**config.mk**
```make
export PLATFORM = sky130hd
export DESIGN_NAME = sfp_outq
export DESIGN_NICKNAME = d
export VERILOG_FILES = /design/src/rtl/sfp_pkg.sv /design/src/rtl/sfp_outq.sv
export SDC_FILE = /design/constraint.sdc
export NUM_CORES = 1
export LEC_CHECK = 0
export ABC_AREA = 1
export BUFFER_PORTS_ARGS = -buffer_cell sky130_fd_sc_hd__buf_2
export CAP_MARGIN = 20
export CORE_UTILIZATION = 50
export CTS_BUF_LIST = sky130_fd_sc_hd__clkbuf_4 sky130_fd_sc_hd__clkbuf_8
export DETAILED_ROUTE_END_ITERATION = 16
export PLACE_DENSITY = 0.85
export SETUP_SLACK_MARGIN = 0.3
export SLEW_MARGIN = 20
export SYNTH_ARGS = -nofsm -noshare
export SYNTH_HDL_FRONTEND = slang
export SYNTH_SLANG_ARGS = --single-unit
```
**constraint.sdc**
```tcl
create_clock -name i_clk -period 2.7 [get_ports i_clk]
set_clock_uncertainty 0.1 [all_clocks]
set_input_delay 0.405 -clock i_clk [delete_from_list [all_inputs] [get_ports i_clk]]
set_output_delay 0.405 -clock i_clk [all_outputs]
set_load 0.02 [all_outputs]
```
**src/rtl/sfp_pkg.sv**
```systemverilog
// ----------------------------------------------------------------------------
// sfp_pkg
// shared types and constants of the sample fifo frame pop block
// ----------------------------------------------------------------------------
package sfp_pkg;

    localparam int OP_W        = 2;
    localparam int CNT_W       = 11;
    localparam int SMP_W       = 16;
    localparam int FRAME_W     = 7;
    localparam int CTR_W       = 32;
    localparam int STATUS_W    = 3;
    localparam int IN_TDATA_W  = 32;
    localparam int OUT_TDATA_W = 128;
    localparam int MAX_FRAME   = 64;
    localparam int Q_DEPTH     = 2;

    localparam logic [CNT_W-1:0]   CAP_RESET   = 11'd1024;
    localparam logic [FRAME_W-1:0] FRAME_RESET = 7'd64;

    // configuration register indexes
    localparam logic CFG_CAPACITY  = 1'b0;
    localparam logic CFG_FRAME_LEN = 1'b1;

    typedef enum logic [OP_W-1:0] {
        OP_PUSH_HDR = 2'd0,
        OP_PUSH_SMP = 2'd1,
        OP_POP      = 2'd2,
        OP_CLEAR    = 2'd3
    } t_op;

    typedef enum logic [STATUS_W-1:0] {
        ST_DATA     = 3'd0,
        ST_SILENCE  = 3'd1,
        ST_PUSH_OK  = 3'd2,
        ST_PUSH_REJ = 3'd3,
        ST_POP_BAD  = 3'd4
    } t_status;

    typedef enum logic {
        S_IDLE = 1'b0,
        S_POP  = 1'b1
    } t_state;

    // one result slot requested from the output queue
    typedef struct packed {
        logic    valid;
        logic    last;
        t_status status;
        logic    use_ram;
    } t_issue;

    // output queue status back to the controller
    typedef struct packed {
        logic can_issue;
        logic empty;
    } t_qstat;

endpackage

```
**src/rtl/sfp_outq.sv**
```systemverilog
// ----------------------------------------------------------------------------
// sfp_outq
// result stage: lines up issued slots with ram read data, two-entry queue
// ----------------------------------------------------------------------------
module sfp_outq
    import sfp_pkg::*;
(
    input  logic             i_clk,
    input  logic             i_rst_n,
    input  t_issue           i_issue,
    input  logic [SMP_W-1:0] i_ram_rdata,
    input  logic             i_ready,
    output t_qstat           o_qstat,
    output logic             o_valid,
    output logic [SMP_W-1:0] o_sample,
    output logic             o_last,
    output t_status          o_status
);

    localparam int QAW = $clog2(Q_DEPTH);
    localparam int OW  = $clog2(Q_DEPTH + 2);

    // slot in flight, waiting for the registered ram read data
    logic    r_pv;
    logic    r_plast;
    t_status r_pstatus;
    logic    r_puse;

    logic [SMP_W-1:0] r_q_sample [Q_DEPTH];
    logic             r_q_last   [Q_DEPTH];
    t_status          r_q_status [Q_DEPTH];
    logic [QAW-1:0]   r_wp;
    logic [QAW-1:0]   r_rp;
    logic [QAW:0]     r_cnt;

    logic          pop;
    logic [OW-1:0] occ;

    assign pop = o_valid && i_ready;
    // occupancy seen by the next slot, counting this cycle's pop
    assign occ = OW'(r_cnt) + OW'(r_pv) - OW'(pop);

    assign o_qstat.can_issue = (occ < OW'(Q_DEPTH));
    assign o_qstat.empty     = (r_cnt == '0) && !r_pv;

    assign o_valid  = (r_cnt != '0);
    assign o_sample = r_q_sample[r_rp];
    assign o_last   = r_q_last[r_rp];
    assign o_status = r_q_status[r_rp];

    always_ff @(posedge i_clk) begin
        if (!i_rst_n) begin
            r_pv  <= 1'b0;
            r_wp  <= '0;
            r_rp  <= '0;
            r_cnt <= '0;
        end else begin
            r_pv <= i_issue.valid;
            if (r_pv) begin
                r_wp <= r_wp + 1'b1;
            end
            if (pop) begin
                r_rp <= r_rp + 1'b1;
            end
            r_cnt <= r_cnt + (QAW+1)'(r_pv) - (QAW+1)'(pop);
        end
    end

    always_ff @(posedge i_clk) begin
        r_plast   <= i_issue.last;
        r_pstatus <= i_issue.status;
        r_puse    <= i_issue.use_ram;
        if (r_pv) begin
            r_q_sample[r_wp] <= r_puse ? i_ram_rdata : '0;
            r_q_last[r_wp]   <= r_plast;
            r_q_status[r_wp] <= r_pstatus;
        end
    end

endmodule

```
### After elaboration in Yosys (flattened, before gate mapping)

Memory sizes are Yosys's and may differ from the RTL's. A register that Yosys moved wholly into a read port is not among the register bits.
Cells that the tools add are included.

* register bits after elaboration: 10
* memory bits (writable): 40
* memories: 3
* output and inout port bits: 23

Memories
* r_q_sample: words 2, bits a word 16, read ports 1, clocked after Yosys merged registers in 1, write ports 1, line sfp_outq.sv:29 `logic [SMP_W-1:0] r_q_sample [Q_DEPTH];`
* r_q_status: words 2, bits a word 3, read ports 1, clocked after Yosys merged registers in 1, write ports 1, line sfp_outq.sv:31 `t_status r_q_status [Q_DEPTH];`
* r_q_last: words 2, bits a word 1, read ports 1, clocked after Yosys merged registers in 1, write ports 1, line sfp_outq.sv:30 `logic r_q_last [Q_DEPTH];`

* add/sub/neg operators: 4
* reduce and logical (&&, ||, !) cells: 5
* mux-type cells: 9
* magnitude comparators: 1

Operators by type and width (number)
* $mux 16: 1
* $mux 1: 8
* $add 1x1->1 const B: 2
* $add 2x1->2: 1
* $logic_and 1x1->1: 2
* $logic_not 2->1: 1
* $lt 2x2->1 const B: 1
* $reduce_bool 2->1: 1
* $sub 2x1->2: 1
* $logic_not 1->1: 1

### Logic depth before layout (Yosys ltp)

* depth in word-level cells: 4
* gate-level depth with buffers: 9
* gate-level depth less buffers: 9

### Least setup slack after synthesis

Ideal clock, no wire load.

* path type: reg2reg
* start point: reg r_pv
* end point: mem r_q_last[0] (enable)
* arrival: 1.276 ns
* slack: 0.927 ns
* setup time: 0.397 ns
* stages on the path, launching flop included: 3
* period minus slack after synthesis: 1.773 ns
* path through: dfxtp_1 inv_1 nor2_1

* longest elaborated chain between the ends: 2

RTL lines
* start: declaration: line sfp_outq.sv:24 `logic r_pv;`
* start signal: assignment: line sfp_outq.sv:58 `r_pv <= i_issue.valid;`
* $mux 1: line sfp_outq.sv:73 `if (r_pv) begin`
* $mux 1 (implied by the code): line sfp_outq.sv:75 `r_q_last[r_wp] <= r_plast;`
* end: declaration: line sfp_outq.sv:30

Every way passes these cells.

==> impl_summary.md <==
Placement
The worst-case setup slack after placement is 0.7612 ns. The number of port buffers is 47. The HPWL after detailed placement is 2.037 mm. Routability-driven placement finished with a final weighted congestion of 0.6817.

CTS
The deepest level of the CTS H-tree is 2. Clock tree synthesis found a total of 51 sinks. Post-CTS timing repair inserted 0 buffers for setup. The number of hold buffers added after CTS was 0. The later pin in the worst-skew pair is clocked with a latency of 0.28 ns. The clock slew at the register clock pins of the worst setup and hold paths is 0.08 ns. The count of instances resized after the clock tree is built is 0. CTS placed an instance of clkbuf_8 at the clock tree root. The number of buffers between clock root and the deepest sink is 2. In this run, CTS created clock tree buffers numbering 5. TritonCTS built the clock tree.

Worst setup path
In this run the critical register-to-register path is launched from r_pv. The slack of the worst reg-to-reg path is 1.18 ns. The data required time at the worst endpoint is 2.19 ns. The sort of element at the start of the critical path is a flop. The arrival time at the worst endpoint is 1.61 ns. The largest driver fanout on the critical path is 3. The worst setup path is captured at an output pin. The depth of the worst register-to-register path is 2. The critical path class is reg2out.

In this run the critical register-to-register path is captured at r_q_status[1][0].

Floorplan
The width of the die is 65.71 um. The height of the chip is 65.71 um. The area enclosed by the die boundary is 0.004318 mm2. The effective utilization at floorplan is 53.82%. The count of pins on the block boundary is 48.

After floorplanning, the core was sized to cover 0.003771 mm2. The initialized floorplan defines 22 standard-cell rows.

Detailed routing
The DRC violation count after routing is 0. The final layout contains routed wiring with a total length of 2.751 mm. The post-detailed-route wirelength per cell is 11.32 um. The detailed router finished its first iteration with 32 violations.

The average via count per standard cell is 4.481. The count of nets left with antenna violations once routing finished came out at 0. The first-pass iteration count of the detailed router is 3. The total via count after detailed routing is 1089.

Timing
The final count of pins violating max slew is 0. The hold violation total from the final report is 0. The tightest hold path in the finished design has a slack of 0.1145 ns.

Setup repair after global routing left no endpoint under its margin. Timing would allow up to 472.1 MHz. Setup slack on the critical path of the routed design comes to 0.5817 ns. Setup total negative slack on the finished layout was measured at 0 ns. For the pin with the worst max-slew slack, the measured transition is 0.7741 ns.

The count of endpoints failing setup in the final report is 0. The post-route minimum period is 2.118 ns. The worst pin sits at a relative slew slack of 48.33%.

The final period utilization is 78.46%.

Power and ir drop
In this run switching power makes up 29.85% of total power. Across the VDD grid, the largest voltage drop is 0.5063 mV. Summed over all cells, the static leakage comes to 1.130 nW. The net switching power of the design is 566.5 uW. The internal power consumption is 1.331 mW. In this run the power density over the cells is 793.8 mW/mm2. The relative contribution of the clock network to total power is 20.7%. Per report_power, the combinational group accounts for 30.5% of the total. Per report_power, the sequential group accounts for 48.8% of the total.

Final layout
The core occupancy in the finished layout is 63.40%. The repair_antennas step left the layout with diodes totalling 0. The layout-stage area growth over the synthesis result is 17.82%. The fraction of final layout cells with drive strength greater than 1 is 40.00%. The final layout contains 221 nets.

Hold path
The path class of the tightest hold or removal check is in2reg. The worst min-delay path endpoint is r_pstatus[2]. The worst hold path stage count is 1. The start point of the worst min-delay path is i_issue[3].

Logic synthesis
The synthesized net count is 169. In the post-synthesis netlist, the biggest area contributors are edfxtp_1 (59%), mux2_4 (15%), dfxtp_1 (11%), inv_1 (5.0%), nand2_1 (4.8%). The share of the synthesized area in the top cell type is 59.19%.

The gate count after technology mapping is 142. Counting distinct cell types in the post-synthesis netlist gives 12. The netlist area before placement is 0.002029 mm2.

edfxtp_1 takes more of the synthesized area than any other cell. The flip-flop and latch count after synthesis is 51. The number of synthesis warnings is 0. The average instance in the mapped netlist occupies 14.29 um2. Sequential cells were found to cover 70.04% of the synthesized design area.

GRT
The initial antenna violation count was 0. The first-pass GRT wire length is 4.409 mm. Summed over all layers, the global routing overflow is 0. The total global-route track usage is 14.35%. The pin count of the biggest net entering global routing is 22. The number of global-route vias before repair is 1008.

Outcome
The run finished with clean final reports.

Job
Max-cap violations in this run came to 0.
## routing by layer
| layer | track usage, % | wire (um) | vias to the layer above | share of wire [%] |
|---|---|---|---|---|
| met5 | 0 | 0 | - | 0 |
| met4 | 4.076 | 0 | 0 | 0 |
| met3 | 4.688 | 85 | 0 | 3.1 |
| met2 | 27.42 | 1626 | 22 | 59 |
| met1 | 14.50 | 1040 | 501 | 38 |
| li1 | - | - | 566 | - |
## cells in the final DEF, fill, tap and decap left out
| cell | instances |
|---|---|
| nor2_2 | 1 |
| buf_4 | 2 |
| nor3_1 | 1 |
| clkbuf_8 | 5 |
| nand3_1 | 2 |
| edfxtp_1 | 40 |
| mux2_4 | 20 |
| nand2_1 | 26 |
| nor2_1 | 8 |
| dfxtp_1 | 11 |
| buf_2 | 47 |
| inv_1 | 27 |
| ha_1 | 2 |
| clkinv_2 | 3 |
## through the flow
| step | instance area, um2 | std cells | power (mW) |
|---|---|---|---|
| after floorplan | 2029 | 142 | 1.394 |
| after global placement | 2307 | 235 | 1.515 |
| after detailed placement | 2307 | 235 | 1.532 |
| after CTS | 2391 | 243 | 1.918 |
| after global routing | 2391 | 243 | 2.001 |
| final | 2391 | 243 | 1.898 |
## how the worst max path moves through the flow
stage	from	endpoint	slack, ns	cells past startpoint
2_1_floorplan	r_pv	r_q_last[0]	0.93	2
3_3_place_gp	i_ready	o_qstat[1]	0.80	9
3_5_place_dp	i_ready	o_qstat[1]	0.76	9
4_1_cts	r_cnt[1]	o_qstat[1]	0.57	8
5_1_grt	r_cnt[1]	o_qstat[1]	0.44	8
6_report	r_cnt[1]	o_qstat[1]	0.58	8
## final cells by class
class	count	area, um2
tap	48	60.06
inverter	27	101.3
timing repair buffer	49	250.2
multi-input combinational	60	474.2
clock buffer	5	68.82
clock inverter	3	15.01
fill	278	1380
sequential	51	1421
## logic make-up (layout without fill, tap and decap cells)
family                   Yosys count  count (layout)  synth area share [%]
flip-flops                        51              51                 70.04
AND/OR/NAND/NOR                   38              38                 7.213
buffers and inverters             31              84                 6.720
multiplexers                      20              20                 14.80
adder cells (fa/ha/maj)            2               2                 1.233
## power by group through the flow
stage / clock network (mW) / logic (mW) / registers [mW]
floorplan: 0 / 0.456 / 0.938
global placement: 0 / 0.573 / 0.942
detailed placement: 0 / 0.586 / 0.946
CTS: 0.403 / 0.588 / 0.928
global route: 0.439 / 0.630 / 0.932
finish: 0.392 / 0.579 / 0.927
## synth_stat cells
library cell  number
edfxtp_1          40
inv_1             27
nand2_1           26
mux2_4            20
dfxtp_1           11
nor2_1             9
buf_6              2
ha_1               2
nand3_1            2
buf_4              1
clkbuf_2           1
nor3_1             1
## worst max-delay path: stages (launching register included)
cell and delay [ns]:
dfxtp_1 0.37, nor2_1 0.06, nor2_1 0.12, ha_1 0.25, inv_1 0.06, ha_1 0.15
nand3_1 0.08, nand2_1 0.08, buf_2 0.16
## flip-flops by register name, summed over array words and instances, names as in the netlist, named ones only
register / flops
r_q_sample: 32
r_wp: 1
r_puse: 1
r_pv: 1
r_q_last: 2
r_q_status: 6
r_cnt: 2
r_pstatus: 3
r_rp: 1
r_plast: 1
(Power assumes the default switching activity.)
