## config.mk

```make
export PLATFORM = sky130hd
export DESIGN_NAME = sfp_ctrl
export DESIGN_NICKNAME = d
export VERILOG_FILES = /design/src/rtl/sfp_pkg.sv /design/src/rtl/sfp_ctrl.sv
export SDC_FILE = /design/constraint.sdc
export NUM_CORES = 1
export LEC_CHECK = 0
export BUFFER_PORTS_ARGS = -buffer_cell sky130_fd_sc_hd__buf_2
export CAP_MARGIN = 10
export CORE_ASPECT_RATIO = 1.5
export CORE_MARGIN = 4
export CORE_UTILIZATION = 36
export CTS_BUF_LIST = sky130_fd_sc_hd__clkbuf_8
export DETAILED_ROUTE_END_ITERATION = 7
export GPL_TIMING_DRIVEN = 0
export SETUP_SLACK_MARGIN = 0.15
export SYNTH_ARGS = -nofsm -noshare
export SYNTH_HDL_FRONTEND = slang
export SYNTH_SLANG_ARGS = --single-unit
```

## constraint.sdc

```tcl
create_clock -name i_clk -period 11.1 [get_ports i_clk]
set_input_delay 1.11 -clock i_clk [delete_from_list [all_inputs] [get_ports i_clk]]
set_output_delay 1.11 -clock i_clk [all_outputs]
set_load 0.005 [all_outputs]
```

## src/rtl/sfp_pkg.sv

```systemverilog
// ----------------------------------------------------------------------------
// sfp_pkg
// shared types and constants of the sample fifo frame pop block
// ----------------------------------------------------------------------------
package sfp_pkg;

    localparam int OP_W        = 2;
    localparam int CNT_W       = 11;
    localparam int SMP_W       = 16;
    localparam int FRAME_W     = 7;
    localparam int CTR_W       = 32;
    localparam int STATUS_W    = 3;
    localparam int IN_TDATA_W  = 32;
    localparam int OUT_TDATA_W = 128;
    localparam int MAX_FRAME   = 64;
    localparam int Q_DEPTH     = 2;

    localparam logic [CNT_W-1:0]   CAP_RESET   = 11'd1024;
    localparam logic [FRAME_W-1:0] FRAME_RESET = 7'd64;

    // configuration register indexes
    localparam logic CFG_CAPACITY  = 1'b0;
    localparam logic CFG_FRAME_LEN = 1'b1;

    typedef enum logic [OP_W-1:0] {
        OP_PUSH_HDR = 2'd0,
        OP_PUSH_SMP = 2'd1,
        OP_POP      = 2'd2,
        OP_CLEAR    = 2'd3
    } t_op;

    typedef enum logic [STATUS_W-1:0] {
        ST_DATA     = 3'd0,
        ST_SILENCE  = 3'd1,
        ST_PUSH_OK  = 3'd2,
        ST_PUSH_REJ = 3'd3,
        ST_POP_BAD  = 3'd4
    } t_status;

    typedef enum logic {
        S_IDLE = 1'b0,
        S_POP  = 1'b1
    } t_state;

    // one result slot requested from the output queue
    typedef struct packed {
        logic    valid;
        logic    last;
        t_status status;
        logic    use_ram;
    } t_issue;

    // output queue status back to the controller
    typedef struct packed {
        logic can_issue;
        logic empty;
    } t_qstat;

endpackage

```

## src/rtl/sfp_ctrl.sv

```systemverilog
// ----------------------------------------------------------------------------
// sfp_ctrl
// op decode, ring pointers, counters and the frame read sequencer
// ----------------------------------------------------------------------------
module sfp_ctrl
    import sfp_pkg::*;
#(
    parameter int STORE_DEPTH = 1024,
    localparam int AW = $clog2(STORE_DEPTH)
) (
    input  logic               i_clk,
    input  logic               i_rst_n,
    input  logic               i_cfg_we,
    input  logic               i_cfg_idx,
    input  logic [CNT_W-1:0]   i_cfg_wdata,
    input  logic               i_in_valid,
    output logic               o_in_ready,
    input  logic [OP_W-1:0]    i_op,
    input  logic [CNT_W-1:0]   i_batch_count,
    input  logic [SMP_W-1:0]   i_sample_in,
    input  t_qstat             i_qstat,
    output t_issue             o_issue,
    output logic               o_wr_en,
    output logic [AW-1:0]      o_wr_addr,
    output logic [SMP_W-1:0]   o_wr_data,
    output logic               o_rd_en,
    output logic [AW-1:0]      o_rd_addr,
    output logic [CNT_W-1:0]   o_fill_level,
    output logic [CTR_W-1:0]   o_silence,
    output logic [CTR_W-1:0]   o_written,
    output logic [CTR_W-1:0]   o_read
);

    localparam int CW = $clog2(STORE_DEPTH + 1);
    localparam int XW = ((CW > CNT_W) ? CW : CNT_W) + 1;

    function automatic logic [AW-1:0] f_adv(input logic [AW-1:0] p,
                                            input logic [XW-1:0] cap);
        logic [XW-1:0] nx;
        nx    = XW'(p) + XW'(1);
        f_adv = (nx >= cap) ? '0 : AW'(nx);
    endfunction

    t_state             r_state,     n_state;
    logic [CNT_W-1:0]   r_cap_cfg;
    logic [FRAME_W-1:0] r_frame_cfg;
    logic [AW-1:0]      r_wr_ptr,    n_wr_ptr;
    logic [AW-1:0]      r_rd_ptr,    n_rd_ptr;
    logic [CNT_W-1:0]   r_fill,      n_fill;
    logic [CNT_W-1:0]   r_batch_rem, n_batch_rem;
    logic [CTR_W-1:0]   r_silence,   n_silence;
    logic [CTR_W-1:0]   r_written,   n_written;
    logic [CTR_W-1:0]   r_read,      n_read;
    logic [FRAME_W-1:0] r_left,      n_left;
    logic               r_pop_data,  n_pop_data;

    logic [CNT_W-1:0] cap_raw;
    logic [XW-1:0]    eff_cap;
    logic [XW-1:0]    x_fill;
    logic [XW-1:0]    x_cnt;
    logic [XW-1:0]    x_n;
    logic             accept;
    logic             hdr_ok;
    logic             pop_bad;
    t_op              op;

    // effective capacity: zero counts as one, clipped to the store depth
    assign cap_raw = (r_cap_cfg == '0) ? CNT_W'(1) : r_cap_cfg;
    assign eff_cap = (XW'(cap_raw) > XW'(STORE_DEPTH)) ? XW'(STORE_DEPTH) : XW'(cap_raw);
    assign x_fill  = XW'(r_fill);
    assign x_cnt   = XW'(i_batch_count);
    assign x_n     = XW'(r_frame_cfg);

    assign hdr_ok  = (x_fill <= eff_cap) && (x_cnt <= eff_cap - x_fill);
    assign pop_bad = (r_frame_cfg == '0) || (x_n > eff_cap) || (x_n > XW'(MAX_FRAME));

    assign op         = t_op'(i_op);
    assign o_in_ready = (r_state == S_IDLE) && i_qstat.empty;
    assign accept     = i_in_valid && o_in_ready;

    assign o_wr_addr    = r_wr_ptr;
    assign o_wr_data    = i_sample_in;
    assign o_rd_addr    = r_rd_ptr;
    assign o_fill_level = r_fill;
    assign o_silence    = r_silence;
    assign o_written    = r_written;
    assign o_read       = r_read;

    always_comb begin
        n_state     = r_state;
        n_wr_ptr    = r_wr_ptr;
        n_rd_ptr    = r_rd_ptr;
        n_fill      = r_fill;
        n_batch_rem = r_batch_rem;
        n_silence   = r_silence;
        n_written   = r_written;
        n_read      = r_read;
        n_left      = r_left;
        n_pop_data  = r_pop_data;
        o_issue     = '0;
        o_wr_en     = 1'b0;
        o_rd_en     = 1'b0;
        case (r_state)
            S_IDLE: begin
                if (accept) begin
                    case (op)
                        OP_PUSH_HDR: begin
                            o_issue.valid = 1'b1;
                            o_issue.last  = 1'b1;
                            if (hdr_ok) begin
                                n_batch_rem    = i_batch_count;
                                o_issue.status = ST_PUSH_OK;
                            end else begin
                                n_batch_rem    = '0;
                                o_issue.status = ST_PUSH_REJ;
                            end
                        end
                        OP_PUSH_SMP: begin
                            if (r_batch_rem != '0) begin
                                if (x_fill >= eff_cap) begin
                                    // ring full after a capacity cut ends the batch
                                    n_batch_rem = '0;
                                end else begin
                                    o_wr_en     = 1'b1;
                                    n_wr_ptr    = f_adv(r_wr_ptr, eff_cap);
                                    n_fill      = r_fill + 1'b1;
                                    n_written   = r_written + 1'b1;
                                    n_batch_rem = r_batch_rem - 1'b1;
                                end
                            end
                        end
                        OP_POP: begin
                            if (pop_bad) begin
                                o_issue.valid  = 1'b1;
                                o_issue.last   = 1'b1;
                                o_issue.status = ST_POP_BAD;
                            end else if (x_fill < x_n) begin
                                if (r_silence != '1) begin
                                    n_silence = r_silence + 1'b1;
                                end
                                n_pop_data = 1'b0;
                                n_left     = r_frame_cfg;
                                n_state    = S_POP;
                            end else begin
                                n_fill     = r_fill - CNT_W'(r_frame_cfg);
                                n_read     = r_read + CTR_W'(r_frame_cfg);
                                n_pop_data = 1'b1;
                                n_left     = r_frame_cfg;
                                n_state    = S_POP;
                            end
                        end
                        OP_CLEAR: begin
                            n_wr_ptr    = '0;
                            n_rd_ptr    = '0;
                            n_fill      = '0;
                            n_batch_rem = '0;
                            n_silence   = '0;
                            n_written   = '0;
                            n_read      = '0;
                        end
                        default: begin
                            n_state = S_IDLE;
                        end
                    endcase
                end
            end
            S_POP: begin
                if (i_qstat.can_issue) begin
                    o_issue.valid   = 1'b1;
                    o_issue.last    = (r_left == FRAME_W'(1));
                    o_issue.status  = r_pop_data ? ST_DATA : ST_SILENCE;
                    o_issue.use_ram = r_pop_data;
                    if (r_pop_data) begin
                        o_rd_en  = 1'b1;
                        n_rd_ptr = f_adv(r_rd_ptr, eff_cap);
                    end
                    n_left = r_left - 1'b1;
                    if (r_left == FRAME_W'(1)) begin
                        n_state = S_IDLE;
                    end
                end
            end
            default: begin
                n_state = S_IDLE;
            end
        endcase
    end

    always_ff @(posedge i_clk) begin
        if (!i_rst_n) begin
            r_state     <= S_IDLE;
            r_cap_cfg   <= CAP_RESET;
            r_frame_cfg <= FRAME_RESET;
            r_wr_ptr    <= '0;
            r_rd_ptr    <= '0;
            r_fill      <= '0;
            r_batch_rem <= '0;
            r_silence   <= '0;
            r_written   <= '0;
            r_read      <= '0;
            r_left      <= '0;
            r_pop_data  <= 1'b0;
        end else begin
            r_state     <= n_state;
            r_wr_ptr    <= n_wr_ptr;
            r_rd_ptr    <= n_rd_ptr;
            r_fill      <= n_fill;
            r_batch_rem <= n_batch_rem;
            r_silence   <= n_silence;
            r_written   <= n_written;
            r_read      <= n_read;
            r_left      <= n_left;
            r_pop_data  <= n_pop_data;
            if (i_cfg_we && (i_cfg_idx == CFG_CAPACITY)) begin
                r_cap_cfg <= i_cfg_wdata;
            end
            if (i_cfg_we && (i_cfg_idx == CFG_FRAME_LEN)) begin
                r_frame_cfg <= i_cfg_wdata[FRAME_W-1:0];
            end
        end
    end

endmodule

```

[After elaboration in Yosys (flattened, before gate mapping)]
Cells that the tools add are included.
W data, S select, Z words.
Storage, ports and cells
  logic and storage cells: 133
  bits in registers: 165
  output and inout bits: 152
Cells by class
  add/subtract/negate cells: 10
  eq/ne operators: 17
  multiplexer cells: 59
  bitwise logic cells: 3
  reduce and logical (&&, ||, !) cells: 23
  magnitude comparators: 9
Operators by type and width (number)
  $mux W32: 7
  $pmux W32 S2: 3
  $mux W11: 9
  $mux W10: 8
  $pmux W11 S3: 2
  $add A32 B1 Y32 const B: 2
  $pmux W10 S2: 2
  $ge A11 B11 Y1: 3
  $add A32 B7 Y32: 1
  $ne A32 B32 Y1 const B: 1
  $mux W7: 4
  $add A10 B1 Y11 const B: 2
  $pmux W5 S2: 2
  $ne A2 B2 Y1 const B: 9
  $mux W1: 17
  $reduce_and A4 Y1: 4
  $pmux W7 S2: 1
  $le A11 B12 Y1: 1
  $sub A11 B11 Y12: 1
  $add A11 B1 Y11 const B: 1
  $gt A11 B11 Y1 const B: 1
  $gt A7 B11 Y1: 1
  $le A11 B11 Y1: 1
  $logic_not A11 Y1: 1
  other kinds (23): 37

[Depth between registers and ports, before layout]
  depth in word-level cells: 11
  gate-level depth with buffers: 21

[Worst setup path before layout]
OpenSTA, ideal clock, no wires.
  path kind: reg2out
  start: reg r_cap_cfg[3]
  end: out o_issue[1] in the netlist's numbering
  stages on the path, launching flop included: 19
  path buffers: 0
  slack: 6.365 ns
  data arrival time: 3.625 ns
  cells stage by stage: dfxtp_1 nor4_1 a31oi_1 or2_2 ha_1 fa_1 nand2b_1 a211oi_1 nor2_1 o21bai_1 a21oi_1 xor2_1 ha_1 a21o_1 nor4_1 a211oi_1 a21o_1 nand2_1 o21ai_0
RTL lines
  from (decl): RTL line sfp_ctrl.sv:45  | logic [CNT_W-1:0] r_cap_cfg;
  from (signal assigned): RTL line sfp_ctrl.sv:215  | r_cap_cfg <= i_cfg_wdata;
  to (decl): RTL line sfp_ctrl.sv:22  | output t_issue o_issue,

==> run metrics <==
minimum setup slack after placement 5.455 ns; Worst Setup Start Kind flip-flop; async set-reset flop share out of synthesis 0%; Yosys cell types 67; Mean Syn Cell Area between 7 and 8 um2; initial antenna violation count 1; Hold Path Class flip-flop to flip-flop; Num CTS Buffers 17; Final Routed Wirelength 33820 um; Layout area overhead 17.17%; post-cts sizing count 0; antenna viol nets, final 0; vias post-DR 10.68k; Worst EP required 9.99 ns; CTS max path bufs 2; vias in the first global route a little over 10k; number of synthesized flops with an enable pin 0; max_slew headroom 32.25%; Final #Nets about 1.7k; dpl cells 1914; flops & latches, synth ~170; CP Data Arrival Time just over 5 ns; Worst VDD drop about 0.00008 V; post-DR wirelength/cell between 15 and 20 um; Max Fanout on Critical Path 4; Max H-tree Level 4; clock sinks between 150 and 200; final clock skew 0.01541 ns; Finished Layout Cells 1947; GRT overflow 0; Critical Path End Type primary output; worst-margin pin slew between 1 and 1.5 ns; Setup CP Type flip-flop to primary output; Synth Warn # 0; P_leak around 5.3 nW; Final min period between 6 and 7 ns; drt via density 5.483; largest net degree at the start of global routing 17; status finished, final reports clean; max-slew violations 0; GRT Util Overall 20.79%; die footprint 0.03214 mm2; Seq/Total Area, Yosys 31.34%; Final Hold Fails 0; Die Span Y around 220 um; IO buf count about 180; worst setup margin ~4.9 ns; first-pass GRT wire length about 53000 um; Setup violations, final 0; starting density of the core 36.59%; Post-Syn Nets ~1.5k; Placer Congestion 0.9220; CTS root buf clkbuf_8; CTS tree built; Setup Fix Bufs, Post-CTS 0; Achievable Freq between 0.15 and 0.2 GHz; chip width 147.7 um; Worst-Skew Late Latency around 0.51 ns; # IOs a little under 200; # Max-Cap Violations 0; site row count 76; hpwl dp 26300 um; period utilisation layout 55.50%; Fin Hold WS about 0.46 ns; Initial DRC Count 470; clock-pin transition on the worst setup and hold timing paths around 0.08 ns; unrepaired setup endpoints after global routing no; layout cells sized above 1 16.70%; Post-CTS Hold Fix Bufs 0; Syn Inst Count approximately 1.3k; Syn Std Cell Area between 0.01 and 0.015 mm2; First-pass DRT Iterations 8; Residual DRC 0; CORE AREA between 0.02 and 0.03 mm2; power density cells ~110 mW/mm2; antenna diode count 0; main flop type after synthesis dfxtp_1; setup_tns 0 ns
cell usage after synthesis (9+ instances only):
library cell	instances	area share, %
a211oi_1	13	0.93
ha_1	73	8.7
o31ai_1	12	0.85
nor4_1	26	1.5
nand4_1	29	1.7
nand2b_1	15	0.89
a21o_1	28	2.0
o211ai_1	15	1.1
o21a_1	12	0.85
and3_1	23	1.4
buf_4	18	1.3
inv_1	69	2.5
nand3_1	68	3.2
xor2_1	18	1.5
or3_1	36	2.1
nand2_1	126	4.5
a21oi_1	102	4.8
nor2_1	109	3.9
mux2i_1	9	0.85
o21ai_0	102	4.8
nor3_1	37	1.8
xnor2_1	61	5.1
dfxtp_1	165	31
clkbuf_1	46	1.6
buf_2	9	0.43
layout by cell type, fill, tap and decap left out, types with 9 or more instances in the layout:
cell        n
nor3_1     37
nand4_1    29
or3_1      36
buf_4      18
buf_2     187
a21oi_1   102
a211oi_1   13
and3_1     23
clkbuf_8   19
xor2_1     18
ha_1       73
nor4_1     26
dfxtp_1   165
o21ai_0   102
clkbuf_1   46
a21o_1     28
nand3_1    68
xnor2_1    61
o21a_1     12
o211ai_1   15
mux2i_1     9
nor2_1    109
nand2b_1   15
o31ai_1    12
nand2_1   126
inv_1      71
metal layers:
metal,vias up,GRT usage [%],routed length (um)
met5,-,0,9
met4,2,8.520,1138
met3,72,4.407,2123
met2,348,37.86,17260
met1,5007,23.37,13290
li1,5246,-,-
final timing paths:
path / slack [ns] / cells after the start / startpoint / to
worst min-delay path: 0.46 / 2 / r_left[1]$_SDFFE_PN0P_ / r_left[1]$_SDFFE_PN0P_
worst min register to register: 0.46 / 2 / r_left[1]$_SDFFE_PN0P_ / r_left[1]$_SDFFE_PN0P_
worst max-delay path: 4.94 / 19 / r_cap_cfg[3]$_SDFFE_PN0P_ / o_issue[1]
worst max register to register: 6.04 / 19 / r_cap_cfg[3]$_SDFFE_PN0P_ / r_batch_rem[1]$_SDFFE_PN0P_
final cells by class:
cell class / count / area, um2
fillers: 2995 / 16460
multi-input cells: 1036 / 6615
well taps: 390 / 488.0
plain buffers: 76 / 364.1
inverters: 69 / 259.0
repair buffers: 179 / 903.4
clock buffers: 19 / 261.5
flip-flops and latches: 165 / 3303
clock inverters: 13 / 157.7
worst max-delay path: stages, from the launching register on:
cell and delay [ns]:
dfxtp_1 0.34, nor4_1 0.32, a31oi_1 0.14, or2_2 0.31, ha_1 0.21, fa_1 0.40, nand2b_1 0.17, a211oi_1 0.53
nor2_1 0.17, o21bai_1 0.15, a21oi_1 0.09, xor2_1 0.15, ha_1 0.29, a21o_1 0.17, nor4_1 0.32, a211oi_1 0.12
a21o_1 0.18, nand2_1 0.12, o21ai_0 0.18, buf_2 0.17
through the flow:
| step | utilization [%] | cell area [um2] | power (mW) |
|---|---|---|---|
| after detailed placement | 41.37 | 11920 | 0.8426 |
| after CTS | 42.83 | 12340 | 1.319 |
| after floorplan | - | 10540 | 0.7738 |
| final | 42.87 | 12350 | 1.305 |
| after global routing | 42.87 | 12350 | 1.363 |
| after global placement | 41.37 | 11920 | 0.8400 |
logic make-up after synthesis:
kind of cell,Yosys count,synth area share (%)
and+or+nand+nor,517,24.55
DFF,165,31.34
buffers and inverters,145,5.911
muxes,9,0.8546
adders and majority gates,76,9.234
xor gates and xnor gates,79,6.564
AOI/OAI and AO/OA,355,21.55
sequential cells by signal, indices dropped and copies added (netlist names):
signal / flops
r_batch_rem: 11
o_wr_addr: 10
r_pop_data: 1
o_read: 32
r_cap_cfg: 11
o_rd_addr: 10
r_frame_cfg: 7
o_written: 32
r_left: 7
o_silence: 32
r_state: 1
o_fill_level: 11
power breakdown:
| part | total (mW) | internal [mW] | switching (mW) |
|---|---|---|---|
| registers | 0.612 | 0.600 | 0.0117 |
| logic | 0.219 | 0.0812 | 0.137 |
| clock network | 0.474 | 0.233 | 0.241 |
| total | 1.30 | 0.915 | 0.390 |
Power figures use the tool's default switching activity.
